## src/design/assert_macros.svh

```systemverilog
// assertion helpers for the checking files
`ifndef ASSERT_MACROS_SVH
`define ASSERT_MACROS_SVH

// condition holds at every edge outside reset
`define WSD_CHECK(label, clk, rst, cond, msg) \
   label: assert property (@(posedge clk) disable iff (rst) (cond)) \
      else $error(msg);

// consequent holds in the same cycle as the antecedent
`define WSD_CHECK_IMPL(label, clk, rst, ante, cons, msg) \
   label: assert property (@(posedge clk) disable iff (rst) (ante) |-> (cons)) \
      else $error(msg);

// consequent holds in the cycle after the antecedent
`define WSD_CHECK_NEXT(label, clk, rst, ante, cons, msg) \
   label: assert property (@(posedge clk) disable iff (rst) (ante) |=> (cons)) \
      else $error(msg);

`endif

```

## src/design/wsd_ring_add.sv

```systemverilog
module wsd_ring_add #(
   parameter int DEPTH = 128
) (
   input  logic [$clog2(DEPTH)-1:0] base,
   input  logic [$clog2(DEPTH)-1:0] offset,
   output logic [$clog2(DEPTH)-1:0] pos
);
   localparam int AW = $clog2(DEPTH);

   logic [AW:0] raw_sum;

   // modular add, both operands below depth
   always_comb begin
      raw_sum = {1'b0, base} + {1'b0, offset};
      if (raw_sum >= (AW+1)'(DEPTH)) begin
         pos = AW'(raw_sum - (AW+1)'(DEPTH));
      end else begin
         pos = AW'(raw_sum);
      end
   end
endmodule

```

## config.mk

```make
export PLATFORM = sky130hd
export DESIGN_NAME = wsd_ring_add
export DESIGN_NICKNAME = d
export VERILOG_FILES = /design/src/design/assert_macros.svh /design/src/design/wsd_ring_add.sv
export SDC_FILE = /design/constraint.sdc
export NUM_CORES = 1
export LEC_CHECK = 0
export BUFFER_PORTS_ARGS = -buffer_cell sky130_fd_sc_hd__buf_2
export CORE_AREA = 2 2 39 41
export DETAILED_ROUTE_END_ITERATION = 6
export DIE_AREA = 0 0 41 43
export PLACE_DENSITY = 0.44
export SLEW_MARGIN = 20
export SYNTH_ARGS = -nofsm -noshare
export SYNTH_HDL_FRONTEND = slang
export SYNTH_SLANG_ARGS = --single-unit
export TNS_END_PERCENT = 10
```

## constraint.sdc

```tcl
create_clock -name vclk -period 1.8
set_input_delay 0.09 -clock vclk [all_inputs]
set_output_delay 0.09 -clock vclk [all_outputs]
set_load 0.005 [all_outputs]
```

# Word level (Yosys, flattened, before mapping)
# Index checks and enable logic that the tools add are counted.
[totals]
register_bits = 0
inputBits = 14
elab_cells = 4
[classes]
addsub = 2
n_lt_le_gt_ge = 1
muxes = 1
[op_table]
columns = ["operator", "n"]
rows = [
  ["$add A7 B7 Y8", 1],
  ["$ge A8 B8 Y1 const B", 1],
  ["$mux W7", 1],
  ["$sub A7 B1 Y7 const B", 1],
]

# Longest topological paths before layout
[depth]
depth_word = 3
depth_mapped = 7
depth_no_buf = 7

# Worst setup path before layout
# Ideal clock, no wire load.
[synth_path]
kind = "input to output"
startpoint = "input port offset[0]"
endpoint = "output port pos[6]"
t_arrival_ns = 1.321
slack_ns = 0.389
path_stages = 7
cell_sequence = "ha_1 inv_1 fa_1 nor2b_4 o31a_1 o32ai_1 a311oi_1"
[synth_between]
elab_chain_len = 3
word_cells_on_any_way = 4
classes_between = "2 x add/sub; 1 x order compare; 1 x mux"
[synth_rtl]
columns = ["item", "line", "text"]
rows = [
  ["start, declared", "wsd_ring_add.sv:5", "input logic [$clog2(DEPTH)-1:0] offset,"],
  ["$add A7 B7 Y8 *", "wsd_ring_add.sv:14", "raw_sum = {1'b0, base} + {1'b0, offset};"],
  ["$sub A7 B1 Y7 or $ge A8 B8 Y1 (tied branches)", "wsd_ring_add.sv:16, wsd_ring_add.sv:15", ""],
  ["$mux W7 *", "wsd_ring_add.sv:15", "if (raw_sum >= (AW+1)'(DEPTH)) begin"],
  ["end, declared", "wsd_ring_add.sv:6", "output logic [$clog2(DEPTH)-1:0] pos"],
]
# Every way passes the cells marked *; elsewhere a longest branch is shown, timed or not.

# Final worst setup path
# Ends and elaborated chain as after synthesis.

==> reports/results.ini <==
[sta]
hold_slack_ps = 465
finalCriticalPeriod_ps = 1670
slew-limit-headroom_pct = 85.4
rsz0062_at_grt = no
setup_slack_ps = 130
setup_viol = 0
max_freq_ghz = 0.599
fin_crit_sh_pct = 92.8
hold_violations = 0
final.setup.tns_ps = 0
worstMarginPinSlew_ps = 219
drv_slew = 0

[die]
die_w_um = 41
initial_core_util_pct = 19.5
dieArea_um2 = 1760
die_h_um = 43
io_pins = 21
rows = 14
coreArea_um2 = 1380

[global_route]
grtUsageMet3_pct = 0
use_met2_pct = 12.8
grt-busiest-layer = met2
grt-ovfl-total = 0
antenna_found_initial = 0
grt_max_degree = 6
grtUsageMet1_pct = 9.24
grt_pass1_wl_um = 959
grt_pass1_vias = 272
grt_usage_pct = 7.01

[critical_path]
crit_fanout = 3
cp_top_family = adder cells
crit_chain = buf_2, ha_1, inv_1, fa_1, nor2b_4, o31a_1, o32ai_1, a311oi_1, buf_2
cpMostUsedCell = buf_2
worstPathArrival_ps = 1580
slowest_stage = fa_1
critPathRequiredTime_ps = 1710
critPathKind = in2out
worst-path-buf-inv = 3
start_kind = primary input
critPathMaxStageDelay_ps = 430
endpoint_kind = output pin

[synthesis]
netlist-cell-type-count = 19
synth.top_cells.by_count = 6 x ha_1, 4 x inv_1, 3 x a21oi_1, 3 x xnor2_1
syn_area_um2 = 270
synth_area_per_cell_um2 = 8.19
yosysTopAreaCell = ha_1
synth_seq_area_share_pct = 0
synthCells = 33
synth_area_leaders = ha_1 28%, xnor2_1 9.7%, fa_1 7.4%
synth_fp_nets = 54
yosys_warnings = 0
synth.most_common_cell = ha_1
synth.top_cell.area_share_pct = 27.8

[routing]
drc_errors = 0
drtPass1Iterations = 1
num_vias = 294
detail_route.iter0.violations = 0
wl_um = 581
routedWlPerCell_um = 8.30
drtAntennaViolNets = 0
via_per_inst = 4.20

[power_and_ir_drop]
vdd_drop_max_uv = 111
power.density_nw_per_um2 = 325
p_leak_nw = 0.211

[layout]
regArea_um2 = 0
final_core_util_pct = 28.6
areaGrowthSynthToFinish_pct = 46.3
fillCellCount = 161
clkbuf_count = 0
drive_gt1_share_pct = 42.6
layout.nets = 77
diodes = 0
seq_cells = 0
stdcell_area_um2 = 395

[placed_design]
pre_cts_ws_ps = 145
io_buffer_count = 21
dpl_cell_area_um2 = 395
hpwlAfterDp_um = 540
gp_congestion = 0.633

[clocking]
cts_hold_buffers = 0
cts_setup_buffers = 0
ctsResizeCount = 0

[run]
cap_violations = 0

[worst_hold_path]
hold_class = in2out

[run_status]
outcome = finished, final reports clean

[final cells by class]
class | count | area [µm²] | area share (%)
Inverter | 4 | 15.0 | 3.80
Multi-Input combinational cell | 29 | 255 | 64.6
Tap cell | 16 | 20.0 | 5.06
Timing Repair Buffer | 21 | 105 | 26.6
[cells by family (layout without fill, tap and decap cells)]
kind of cell	count (synthesis)	count (layout)	share of synthesized area, %
simple gates	6	6	13.4
buf+inv	4	25	5.55
compound gates	12	12	30.1
fa+ha+maj	7	7	35.2
xor+xnor	4	4	15.7
[where the power goes]
part / internal (W) / total (W) / switching [W]
combinational: 0.0000697 / 0.000128 / 0.0000587
clock: 0 / 0 / 0
sequential: 0 / 0 / 0
[layer usage]
metal  wire [µm]  vias to the layer above
met4           0                        0
met1         251                      120
li1            -                      162
met3          55                        0
met2         274                       12
met5           0                        -
[placed cells by master, fill, tap and decap left out, types with 2 or more instances in the layout]
cell type	n
nand2_1	2
a21oi_1	3
inv_1	4
buf_2	21
ha_1	6
xnor2_1	3
o21ai_0	2
[worst paths after layout]
kind,from,endpoint,slack (ps),cells after the start
max,offset[0],pos[6],130,9
min,base[0],pos[0],460,3
[per-stage QoR]
stage | std cells | total power [W]
after floorplan | 33 | 0.0000785
after global placement | 70 | 0.000130
after detailed placement | 70 | 0.000131
after CTS | 70 | 0.000131
after global routing | 70 | 0.000145
final | 70 | 0.000128
(Power assumes the default switching activity.)
