File: src/design/assert_macros.svh
// assertion helpers for the checking files
`ifndef ASSERT_MACROS_SVH
`define ASSERT_MACROS_SVH

// condition holds at every edge outside reset
`define WSD_CHECK(label, clk, rst, cond, msg) \
   label: assert property (@(posedge clk) disable iff (rst) (cond)) \
      else $error(msg);

// consequent holds in the same cycle as the antecedent
`define WSD_CHECK_IMPL(label, clk, rst, ante, cons, msg) \
   label: assert property (@(posedge clk) disable iff (rst) (ante) |-> (cons)) \
      else $error(msg);

// consequent holds in the cycle after the antecedent
`define WSD_CHECK_NEXT(label, clk, rst, ante, cons, msg) \
   label: assert property (@(posedge clk) disable iff (rst) (ante) |=> (cons)) \
      else $error(msg);

`endif

File: src/design/wsd_pkg.sv
package wsd_pkg;

   // fixed field widths
   localparam int ID_W     = 16;
   localparam int OP_W     = 3;
   localparam int LIMIT_W  = 7;
   localparam int STATUS_W = 2;
   localparam int STEAL_W  = 7;
   localparam int LEFT_W   = 8;
   localparam int TOTAL_W  = 32;

   typedef logic [OP_W-1:0]     opcode_type;
   typedef logic [ID_W-1:0]     id_type;
   typedef logic [LIMIT_W-1:0]  limit_type;
   typedef logic [STATUS_W-1:0] status_type;
   typedef logic [STEAL_W-1:0]  steal_type;
   typedef logic [LEFT_W-1:0]   left_type;
   typedef logic [TOTAL_W-1:0]  total_type;

   // operation codes
   localparam opcode_type OP_PUSH       = 3'd0;
   localparam opcode_type OP_POP        = 3'd1;
   localparam opcode_type OP_POP_CHILD  = 3'd2;
   localparam opcode_type OP_STEAL_ONE  = 3'd3;
   localparam opcode_type OP_STEAL_MANY = 3'd4;
   localparam opcode_type OP_STEAL_HALF = 3'd5;

   // result status codes
   localparam status_type STAT_OK        = 2'd0;
   localparam status_type STAT_EMPTY     = 2'd1;
   localparam status_type STAT_NOT_CHILD = 2'd2;
   localparam status_type STAT_FULL      = 2'd3;

endpackage

File: src/design/wsd_steal_size.sv
module wsd_steal_size import wsd_pkg::*; #(
   parameter int DEPTH     = 128,
   parameter int MAX_STEAL = 64
) (
   input  logic [$clog2(DEPTH+1)-1:0] count,
   input  logic                       is_many,
   input  limit_type                  limit,
   output steal_type                  size
);
   localparam int CW = $clog2(DEPTH+1);
   localparam int NW = (CW > STEAL_W) ? CW : STEAL_W;

   logic [NW-1:0] half;
   logic [NW-1:0] lim_eff;
   logic [NW-1:0] n_val;

   // half the count, at least one, capped by limit (zero taken as one) for steal many, and by max
   always_comb begin
      half    = NW'(count >> 1);
      lim_eff = (limit == '0) ? NW'(1) : NW'(limit);
      n_val   = (half == '0) ? NW'(1) : half;
      if (is_many && (n_val > lim_eff)) begin
         n_val = lim_eff;
      end
      if (n_val > NW'(MAX_STEAL)) begin
         n_val = NW'(MAX_STEAL);
      end
      size = STEAL_W'(n_val);
   end
endmodule

File: config.mk
export PLATFORM = sky130hd
export DESIGN_NAME = wsd_steal_size
export DESIGN_NICKNAME = d
export VERILOG_FILES = /design/src/design/assert_macros.svh /design/src/design/wsd_pkg.sv /design/src/design/wsd_steal_size.sv
export SDC_FILE = /design/constraint.sdc
export NUM_CORES = 1
export LEC_CHECK = 0
export BUFFER_PORTS_ARGS = -buffer_cell sky130_fd_sc_hd__clkbuf_2
export CORE_AREA = 2 2 39 41
export DETAILED_ROUTE_END_ITERATION = 10
export DIE_AREA = 0 0 41 43
export GPL_TIMING_DRIVEN = 0
export PLACE_DENSITY_LB_ADDON = 0.1
export REMOVE_ABC_BUFFERS = 1
export SYNTH_ARGS = -nofsm -noshare
export SYNTH_HDL_FRONTEND = slang
export SYNTH_SLANG_ARGS = --single-unit
File: constraint.sdc
create_clock -name vclk -period 2.6
set_input_delay 0 -clock vclk [all_inputs]
set_output_delay 0 -clock vclk [all_outputs]
set_load 0.02 [all_outputs]
== Word level (Yosys, flattened, before mapping) ==
Index checks and enable logic that the tools add are counted.

* Flip-flop bits (word level): 0
* Bits of input ports: 16
* Word-level logic and storage cells: 9
* Output and inout port bits: 7

* Reductions and logical operators: 3
* Magnitude comparators: 2
* Multiplexer cells: 4

{| class="wikitable"
|+ Operator list
! kind !! number
|-
| two-way mux 7 bit || 4
|-
| zero test 8 bit || 1
|-
| greater-than comparator 7 bit || 1
|-
| greater-than comparator 7 bit (second input constant) || 1
|-
| zero test 7 bit || 1
|-
| logical AND 1 bit || 1
|}

== Depth between registers and ports, before layout ==
Gate-level depths: netlist of the first run.

* Depth in word-level cells: 7
* Mapped depth: 8
* Mapped depth without buffers: 8

== Worst setup path before layout of the first run ==
No wires, ideal clock.

* Kind: in2out
* From: in count[4]
* To: out size[0]
* Arrival time: 1.848 ns
* Required time: 2.600 ns
* Buffers on the path: 0
* Path slack: 0.752 ns
* Cell stages on the path: 7
* Cells stage by stage: or4_4 -> nor2_2 -> a21oi_1 -> ha_1 -> nand3_1 -> o221ai_4 -> mux2i_1

* Longest elaborated chain between the ends: 7

{| class="wikitable"
|+ Ends and longest elaborated chain
! element !! RTL line !! RTL
|-
| start, declared || wsd_steal_size.sv:5 || <nowiki>input logic [$clog2(DEPTH+1)-1:0] count,</nowiki>
|-
| zero test 8 bit || wsd_steal_size.sv:21 || <nowiki>n_val = (half == '0) ? NW'(1) : half;</nowiki>
|-
| two-way mux 7 bit * || wsd_steal_size.sv:21 ||
|-
| greater-than comparator 7 bit || wsd_steal_size.sv:22 || <nowiki>if (is_many && (n_val > lim_eff)) begin</nowiki>
|-
| logical AND 1 bit || wsd_steal_size.sv:22 ||
|-
| two-way mux 7 bit * || wsd_steal_size.sv:22 ||
|-
| greater-than comparator 7 bit || wsd_steal_size.sv:25 || <nowiki>if (n_val > NW'(MAX_STEAL)) begin</nowiki>
|-
| two-way mux 7 bit * || wsd_steal_size.sv:25 ||
|-
| end, declared || wsd_steal_size.sv:8 || <nowiki>output steal_type size</nowiki>
|}

Mark *: on every way between the ends. The rest lies on a longest branch, timed or not.

== Worst setup path after layout of the first run ==
* From: in count[4]
* To: out size[3]

The elaborated chain is that of the path after synthesis.

==> reports/results.txt, run 1 <==
Power, Total -> 0.0000916 W
synthesized instance count -> 55
placed cell areas -> 494 um^2
Peak supply drop -> 0.0607 mV
Largest stage delay, worst path -> 0.53 ns
Tcrit/Tclk final -> 77.2%
Setup TNS -> 0 ns
area of the core -> 1380 um^2
vias per cell -> 4.71
first-pass detailed-route iteration total -> 2
vias in the first global route -> 349
synth cell count leaders -> 11 x nand2_1, 7 x ha_1, 7 x mux2i_1, 6 x clkbuf_1, 5 x inv_1
worst-path cell with the longest stage delay -> or4_4
worst hold path type -> input port to primary output
die width -> 41 um
FF/Latch Area -> 0 um^2
element type at the critical path end -> primary output
layout cells sized above 1 -> 42.3%
cts hold-fix bufs -> 0
Synth area leader -> ha_1
Initial Util -> 27.9%
design area -> 494 um^2
# DRC -> 0
synth top area cells -> ha_1 23%, mux2i_1 18%, nand2_1 11%
die height -> 43 um
DRT iter0 DRCs -> 2
combinational cell fraction of total power -> 100.0%
cell mode on critical path -> clkbuf_2
# clk buffers -> 0
FF+latch count -> 0
# port buffers -> 22
Worst Hold Depth -> 4
GRT Overall Usage -> 10.4%
Netlist cell types -> 18
first-pass GRT wire length -> 1.37 mm
final setup fails -> 0
Die Area -> 1760 um^2
Net Sw Power -> 0.0000534 W
combinational family with the most area after synthesis -> simple AND/OR/NAND/NOR gates
syn_area_per_cell -> 7.03 um^2
DR WL/cell -> 10.1 um
CTS resizes -> 0
most numerous cell in the Yosys netlist -> nand2_1
std cell rows -> 14
CP Class -> input port to primary output
Layout area overhead -> 27.8%
warnings from Yosys -> 0
relative slew slack -> 73.0%
simple-gate portion of the synthesized area -> 25.2%
portion of netlist area occupied by mux cells -> 18.1%
drt total wl -> 875 um
worst hold slack -> 0.350 ns
outcome -> complete, no violations
Worst EP required -> 2.60 ns
setup bufs post-CTS -> 0
NumNets Final -> 96
P_int -> 0.0000383 W
switching share of power -> 58.2%
RSZ-0062 raised after global routing -> no
Flop pwr share -> 0%
Congestion Overflow GR -> 0
final max-slew violation count -> 0
worst-path fanout max -> 7
Clk pwr share -> 0%
PwrDens -> 185 nW/um^2
post-synthesis xor/xnor area fraction -> 0%
Hold EP -> size[5]
Pleak -> 0.302 nW
worst path cell trace -> clkbuf_2, or4_4, nor2_2, a21oi_1, ha_1, nand3_1, o221ai_4, mux2i_1, clkbuf_2
number of max-cap violations -> 0
min-delay src -> limit[5]
post-layout min period -> 2.01 ns
largest net degree at the start of global routing -> 10
ant diodes -> 0
Fmax -> 0.498 GHz
Crit path arrival time -> 2.01 ns
routability cong. -> 0.660
hpwl dp -> 759 um
share of the synthesized area in the top cell type -> 22.7%
worst slew pin tran -> 0.406 ns
Seq/Total Area, Yosys -> 0%
Fin. Hold Viols -> 0
Cell Area, Synth -> 387 um^2
CP Launch Type -> input port
Via Count -> 410
antenna-violating nets left -> 0
post-synthesis adder-cell area fraction -> 22.7%
initial antenna violation count -> 0
Top Ports -> 23
compound-cell area share of the yosys netlist -> 20.1%
==> logic make-up after synthesis <==
group,count (synthesis)
AND/OR/NAND/NOR,18
AO/OA/AOI/OAI,10
multiplexers,7
buffers and inverters,13
adder cells (fa/ha/maj),7
==> through the flow <==
stage | setup WS, ns | util [%] | cells
after floorplan | 0.752 | - | 49
after global placement | 0.570 | 35.7 | 87
after detailed placement | 0.557 | 35.7 | 87
after CTS | 0.555 | 35.7 | 87
after global routing | 0.437 | 35.7 | 87
final | 0.592 | 35.7 | 87
==> area by class of cell <==
type                       instances  area [um^2]
multi-input combinational         42          333
timing repair buffer              22          110
tap                               16         20.0
inverter                           7         31.3
fill                             153          890
==> power by group through the flow <==
| stage | Clock (W) | Combinational, W | Sequential, W |
|---|---|---|---|
| after floorplan | 0 | 0.0000596 | 0 |
| after global placement | 0 | 0.0000928 | 0 |
| after detailed placement | 0 | 0.0000934 | 0 |
| after CTS | 0 | 0.0000937 | 0 |
| after global routing | 0 | 0.000104 | 0 |
| final | 0 | 0.0000916 | 0 |
==> routing by layer <==
layer,routed length (um),GRT usage [%],vias up
li1,-,-,220
met1,430,15.8,180
met2,393,16.9,10
met3,51,0,0
met4,0,0,0
met5,0,0,-
==> worst max path at each step <==
stage                     cells after the start      from  endpoint
after global routing                          9  count[4]   size[2]
after floorplan                               7  count[4]   size[0]
after CTS                                     9  count[4]   size[3]
final                                         9  count[4]   size[3]
after detailed placement                      9  count[4]   size[3]
after global placement                        9  count[4]   size[6]
==> placed cells by master (no fill, tap or decap), drive strengths merged <==
cell    Yosys  layout
o21ai       3       3
nor2        2       2
nand4       1       1
ha          7       7
mux2i       7       7
nand3       1       1
a21oi       5       5
nand3b      1       1
inv         6       6
or4         2       2
clkinv      1       1
o221ai      1       1
clkbuf      6      22
nand2      11      11
a21o        1       1
==> critical path, delay by kind of cell <==
family                     cells  cell delay (ns)
adders and majority gates      1             0.27
and+or+nand+nor                3             0.76
buffers and inverters          2             0.29
AOI/OAI and AO/OA              2             0.45
muxes                          1             0.24
(Power assumes the default switching activity.)
==> inputs of run 2 (changes only) <==
clock period = 1.63 ns   (was 2.6 ns; I/O delays follow)
==> run 2 against run 1 <==
Net effect:
- the flow now finishes with violations (setup timing)
- die area stayed put
- highest routed layer unchanged
- final area is 18% higher
- critical path type unchanged
- largest power group unchanged
- core utilization is 6.4 points higher
==> reports/results.txt, run 2 (synthesis gave the netlist of run 1 again) <==
worst-path fanout max -> 7 (unchanged)
Worst EP required -> 1.63 ns (was 2.60 ns)
# DRC -> 0 (unchanged)
final setup fails -> 7 (was 0)
PnR worst setup slack -> -0.344 ns (was 0.592 ns)
Die Area -> 1760 um^2 (unchanged)
Fmax -> 0.507 GHz
relative slew slack -> 84.8% (was 73.0%)
std cell rows -> 14 (unchanged)
commonest non-fill, non-tap cell in the layout -> clkbuf_2 (unchanged)
commonest non-fill, non-tap cells in the layout -> 13 x clkbuf_2, 11 x nand2_1, 7 x buf_4 (was 22 x clkbuf_2, 11 x nand2_1, 7 x mux2i_1, 7 x ha_1, 5 x inv_1)
DR WL/cell -> 10.9 um (was 10.1 um)
Power, Total -> 0.000181 W (was 0.0000916 W)
cts hold-fix bufs -> 0 (unchanged)
post-layout min period -> 1.97 ns
ant diodes -> 0 (unchanged)
vias in the first global route -> 346 (was 349)
element type at the critical path end -> primary output (unchanged)
# clk buffers -> 0 (unchanged)
hpwl dp -> 759 um (unchanged)
die width -> 41 um (unchanged)
CP Launch Type -> input port (unchanged)
Crit path arrival time -> 1.97 ns (was 2.01 ns)
antenna-violating nets left -> 0 (unchanged)
die height -> 43 um (unchanged)
failing checks -> setup timing
PwrDens -> 311 nW/um^2 (was 185 nW/um^2)
NumNets Final -> 97 (was 96)
Top Ports -> 23 (unchanged)
initial antenna violation count -> 0 (unchanged)
largest net degree at the start of global routing -> 10 (unchanged)
# fillers -> 142 (was 153)
Layout area overhead -> 50.8% (was 27.8%)
area of the core -> 1380 um^2 (unchanged)
Congestion Overflow GR -> 0 (unchanged)
Fin. Hold Viols -> 0 (unchanged)
RSZ-0062 raised after global routing -> yes (was no)
post-layout util -> 42.1% (was 35.7%)
GRT Overall Usage -> 10.7% (was 10.4%)
Via Count -> 428 (was 410)
Tcrit/Tclk final -> 121%
pre-CTS WS -> -0.413 ns (was 0.557 ns)
first-pass GRT wire length -> 1.40 mm (was 1.37 mm)
worst slew pin tran -> 0.227 ns (was 0.406 ns)
layout cells sized above 1 -> 50.0% (was 42.3%)
DRT iter0 DRCs -> 8 (was 2)
drt total wl -> 958 um (was 875 um)
Initial Util -> 27.9% (unchanged)
first-pass detailed-route iteration total -> 4 (was 2)
FF/Latch Area -> 0 um^2 (unchanged)
CP Class -> input port to primary output (unchanged)
number of max-cap violations -> 0 (unchanged)
Pleak -> 0.319 nW (was 0.302 nW)
outcome -> finished with violations (was complete, no violations)
worst hold path type -> input port to primary output (unchanged)
FF+latch count -> 0 (unchanged)
vias per cell -> 4.86 (was 4.71)
routability cong. -> 0.660 (unchanged)
Peak supply drop -> 0.142 mV (was 0.0607 mV)
# port buffers -> 22 (unchanged)
final max-slew violation count -> 0 (unchanged)
==> run 2: routing by layer <==
layer | global-route usage, % | up-vias | share of wire (%)
met5 | 0 | - | 0
met4 | 0 | 0 | 0
met3 | 0 | 0 | 5.6
met2 | 16.9 | 10 | 47
met1 | 16.8 | 198 | 47
li1 | - | 220 | -
==> run 2: path summary, 6_finish.rpt <==
check	from	cells past startpoint	slack (ns)	end
setup / recovery	count[2]	11	-0.34	size[0]
hold / removal	count[5]	4	0.35	size[4]
==> run 2: final cells by class <==
class              count  area, um^2  share of cell area, %
multi-input cells     42         372                   63.7
repair buffers        23         160                   27.5
inverters              7        31.3                   5.36
well taps             16        20.0                   3.43
==> run 2: critical path: stages <==
cell	delay, ns
buf_6	0.10
or4_4	0.54
nor2_4	0.15
a21oi_2	0.08
ha_4	0.15
nand3b_1	0.17
a21oi_2	0.19
o221ai_4	0.12
buf_12	0.16
mux2i_2	0.16
buf_4	0.16
==> run 2: power by group <==
group / internal [W] / total, W / switching [W]
logic: 0.0000864 / 0.000181 / 0.0000947
clock network: 0 / 0 / 0
registers: 0 / 0 / 0
total: 0.0000864 / 0.000181 / 0.0000947
==> run 2: through the flow <==
stage	cells	TNS, ns	hold slack [ns]	area [um^2]
finish	88	-2.26	0.350	583
global route	88	-2.98	0.383	583
CTS	88	-2.32	0.364	546
detailed placement	87	-2.85	0.353	494
global placement	87	-2.78	0.353	494
floorplan	49	-1.53	0.185	364
==> run 2: what timing repair did <==
item	in CTS	in global routing
setup endpoints to repair	7	7
pin swaps	2	9
buffers inserted	1	0
gates resized for setup	10	17
==> inputs of run 3 (changes only) <==
SETUP_SLACK_MARGIN = 0.2   (was not set)
==> run 3 against run 2 <==
Net effect:
- first-iteration DRC count is 13% lower
- critical path type unchanged
- total power rose by 1.1%
- the run still ends with setup timing left
- fmax increased by 0.44%
- critical path depth stayed put
- largest cell class unchanged
==> reports/results.txt, run 3 (synthesis gave the netlist of run 1 again) <==
outcome -> finished with violations (unchanged)
failing checks -> setup timing (unchanged)
FF/Latch Area -> 0 um^2 (unchanged)
Peak supply drop -> 0.142 mV (about the same)
Tcrit/Tclk final -> 121% (about the same)
Worst EP required -> 1.63 ns (about the same)
# fillers -> 142 (unchanged)
Initial Util -> 27.9% (unchanged)
element type at the critical path end -> primary output (unchanged)
largest net degree at the start of global routing -> 10 (unchanged)
NumNets Final -> 98 (was 97)
Congestion Overflow GR -> 0 (unchanged)
hpwl dp -> 759 um (unchanged)
min-delay src -> limit[5] (was count[5])
worst slew pin tran -> 0.227 ns (unchanged)
first-pass GRT wire length -> 1.40 mm (unchanged)
antenna-violating nets left -> 0 (unchanged)
routability cong. -> 0.660 (unchanged)
PwrDens -> 307 nW/um^2 (was 311 nW/um^2)
post-layout min period -> 1.97 ns (about the same)
Hold EP -> size[5] (was size[4])
area of the core -> 1380 um^2 (unchanged)
cts hold-fix bufs -> 0 (unchanged)
number of max-cap violations -> 0 (unchanged)
# DRC -> 0 (unchanged)
worst-path fanout max -> 7 (unchanged)
Layout area overhead -> 54.4% (was 50.8%)
worst hold slack -> 0.345 ns (was 0.350 ns)
DRT iter0 DRCs -> 7 (was 8)
FF+latch count -> 0 (unchanged)
Post-Place Cells -> 87 (unchanged)
die width -> 41 um (unchanged)
final max-slew violation count -> 0 (unchanged)
Setup TNS -> -2.20 ns (was -2.26 ns)
Via Count -> 428 (unchanged)
CP Class -> input port to primary output (unchanged)
layout cells sized above 1 -> 50.7% (was 50.0%)
final setup fails -> 7 (unchanged)
commonest non-fill, non-tap cell in the layout -> clkbuf_2 (unchanged)
final std cells w/o fill -> 89 (was 88)
Die Area -> 1760 um^2 (unchanged)
CP Launch Type -> input port (unchanged)
PnR worst setup slack -> -0.335 ns (was -0.344 ns)
initial antenna violation count -> 0 (unchanged)
GRT Overall Usage -> 10.7% (unchanged)
worst hold path type -> input port to primary output (unchanged)
Pleak -> 0.326 nW (was 0.319 nW)
RSZ-0062 raised after global routing -> yes (unchanged)
vias in the first global route -> 349 (was 346)
first-pass detailed-route iteration total -> 4 (unchanged)
Fmax -> 0.509 GHz (was 0.507 GHz)
Crit path arrival time -> 1.97 ns (about the same)
Worst Hold Depth -> 4 (unchanged)
# clk buffers -> 0 (unchanged)
Multi-input gate area -> 372 um^2 (unchanged)
Fin. Hold Viols -> 0 (unchanged)
die height -> 43 um (unchanged)
Top Ports -> 23 (unchanged)
DR WL/cell -> 10.8 um (was 10.9 um)
std cell rows -> 14 (unchanged)
drt total wl -> 957 um (was 958 um)
relative slew slack -> 84.8% (unchanged)
vias per cell -> 4.81 (was 4.86)
# port buffers -> 22 (unchanged)
commonest non-fill, non-tap cells in the layout -> 12 x clkbuf_2, 11 x nand2_1, 8 x buf_4 (was 13 x clkbuf_2, 11 x nand2_1, 7 x buf_4)
ant diodes -> 0 (unchanged)
==> run 3: cell types whose count changed in the layout (fill, tap and decap cells not counted), sizes merged <==
cell | previous run | this run
buf | 10 | 12
clkbuf | 13 | 12
==> run 3: what timing repair did <==
action                     CTS  global route
setup endpoints to repair    7             7
gates resized for setup     10            19
pin swaps                    1             9
setup buffers                2             0
==> run 3: power by group <==
| part | total [W] | switching (W) | internal, W |
|---|---|---|---|
| sequential | 0 | 0 | 0 |
| combinational | 0.000183 | 0.0000948 | 0.0000883 |
| clock | 0 | 0 | 0 |
| total | 0.000183 | 0.0000948 | 0.0000883 |
==> run 3: area by class of cell <==
cell class / instances / share of cell area, %
tap: 16 / 3.35
inverter: 7 / 5.24
timing repair buffer: 24 / 29.1
multi-input combinational: 42 / 62.3
==> run 3: critical path: stages <==
cell      delay, ns
buf_6          0.10
or4_4          0.54
nor2_4         0.14
a21oi_2        0.08
ha_4           0.15
nand3b_1       0.17
a21oi_2        0.19
o221ai_4       0.12
buf_12         0.16
mux2i_2        0.16
buf_4          0.16
==> run 3: through the flow <==
step	power [W]	setup slack [ns]	util [%]	instance area [um^2]
detailed placement	0.000149	-0.413	35.7	494
global placement	0.000148	-0.400	35.7	494
global route	0.000203	-0.439	43.1	597
finish	0.000183	-0.335	43.1	597
floorplan	0.0000951	-0.218	-	364
CTS	0.000171	-0.341	40.0	553
==> run 3: metal layers <==
layer  up-vias  GRT usage [%]  share of wire, %
met5         -              0                 0
met3         0              0               5.5
met1       196           16.8                47
li1        222              -                 -
met2        10           16.9                48
met4         0              0                 0
==> run 3: how the worst max path moves through the flow <==
stage                   from      end  slack, ns  cells past startpoint
global placement    count[4]  size[6]      -0.40                      9
CTS                 count[4]  size[3]      -0.34                     11
floorplan           count[4]  size[0]      -0.22                      7
global route        count[2]  size[0]      -0.44                     11
finish              count[2]  size[0]      -0.34                     11
detailed placement  count[4]  size[3]      -0.41                      9
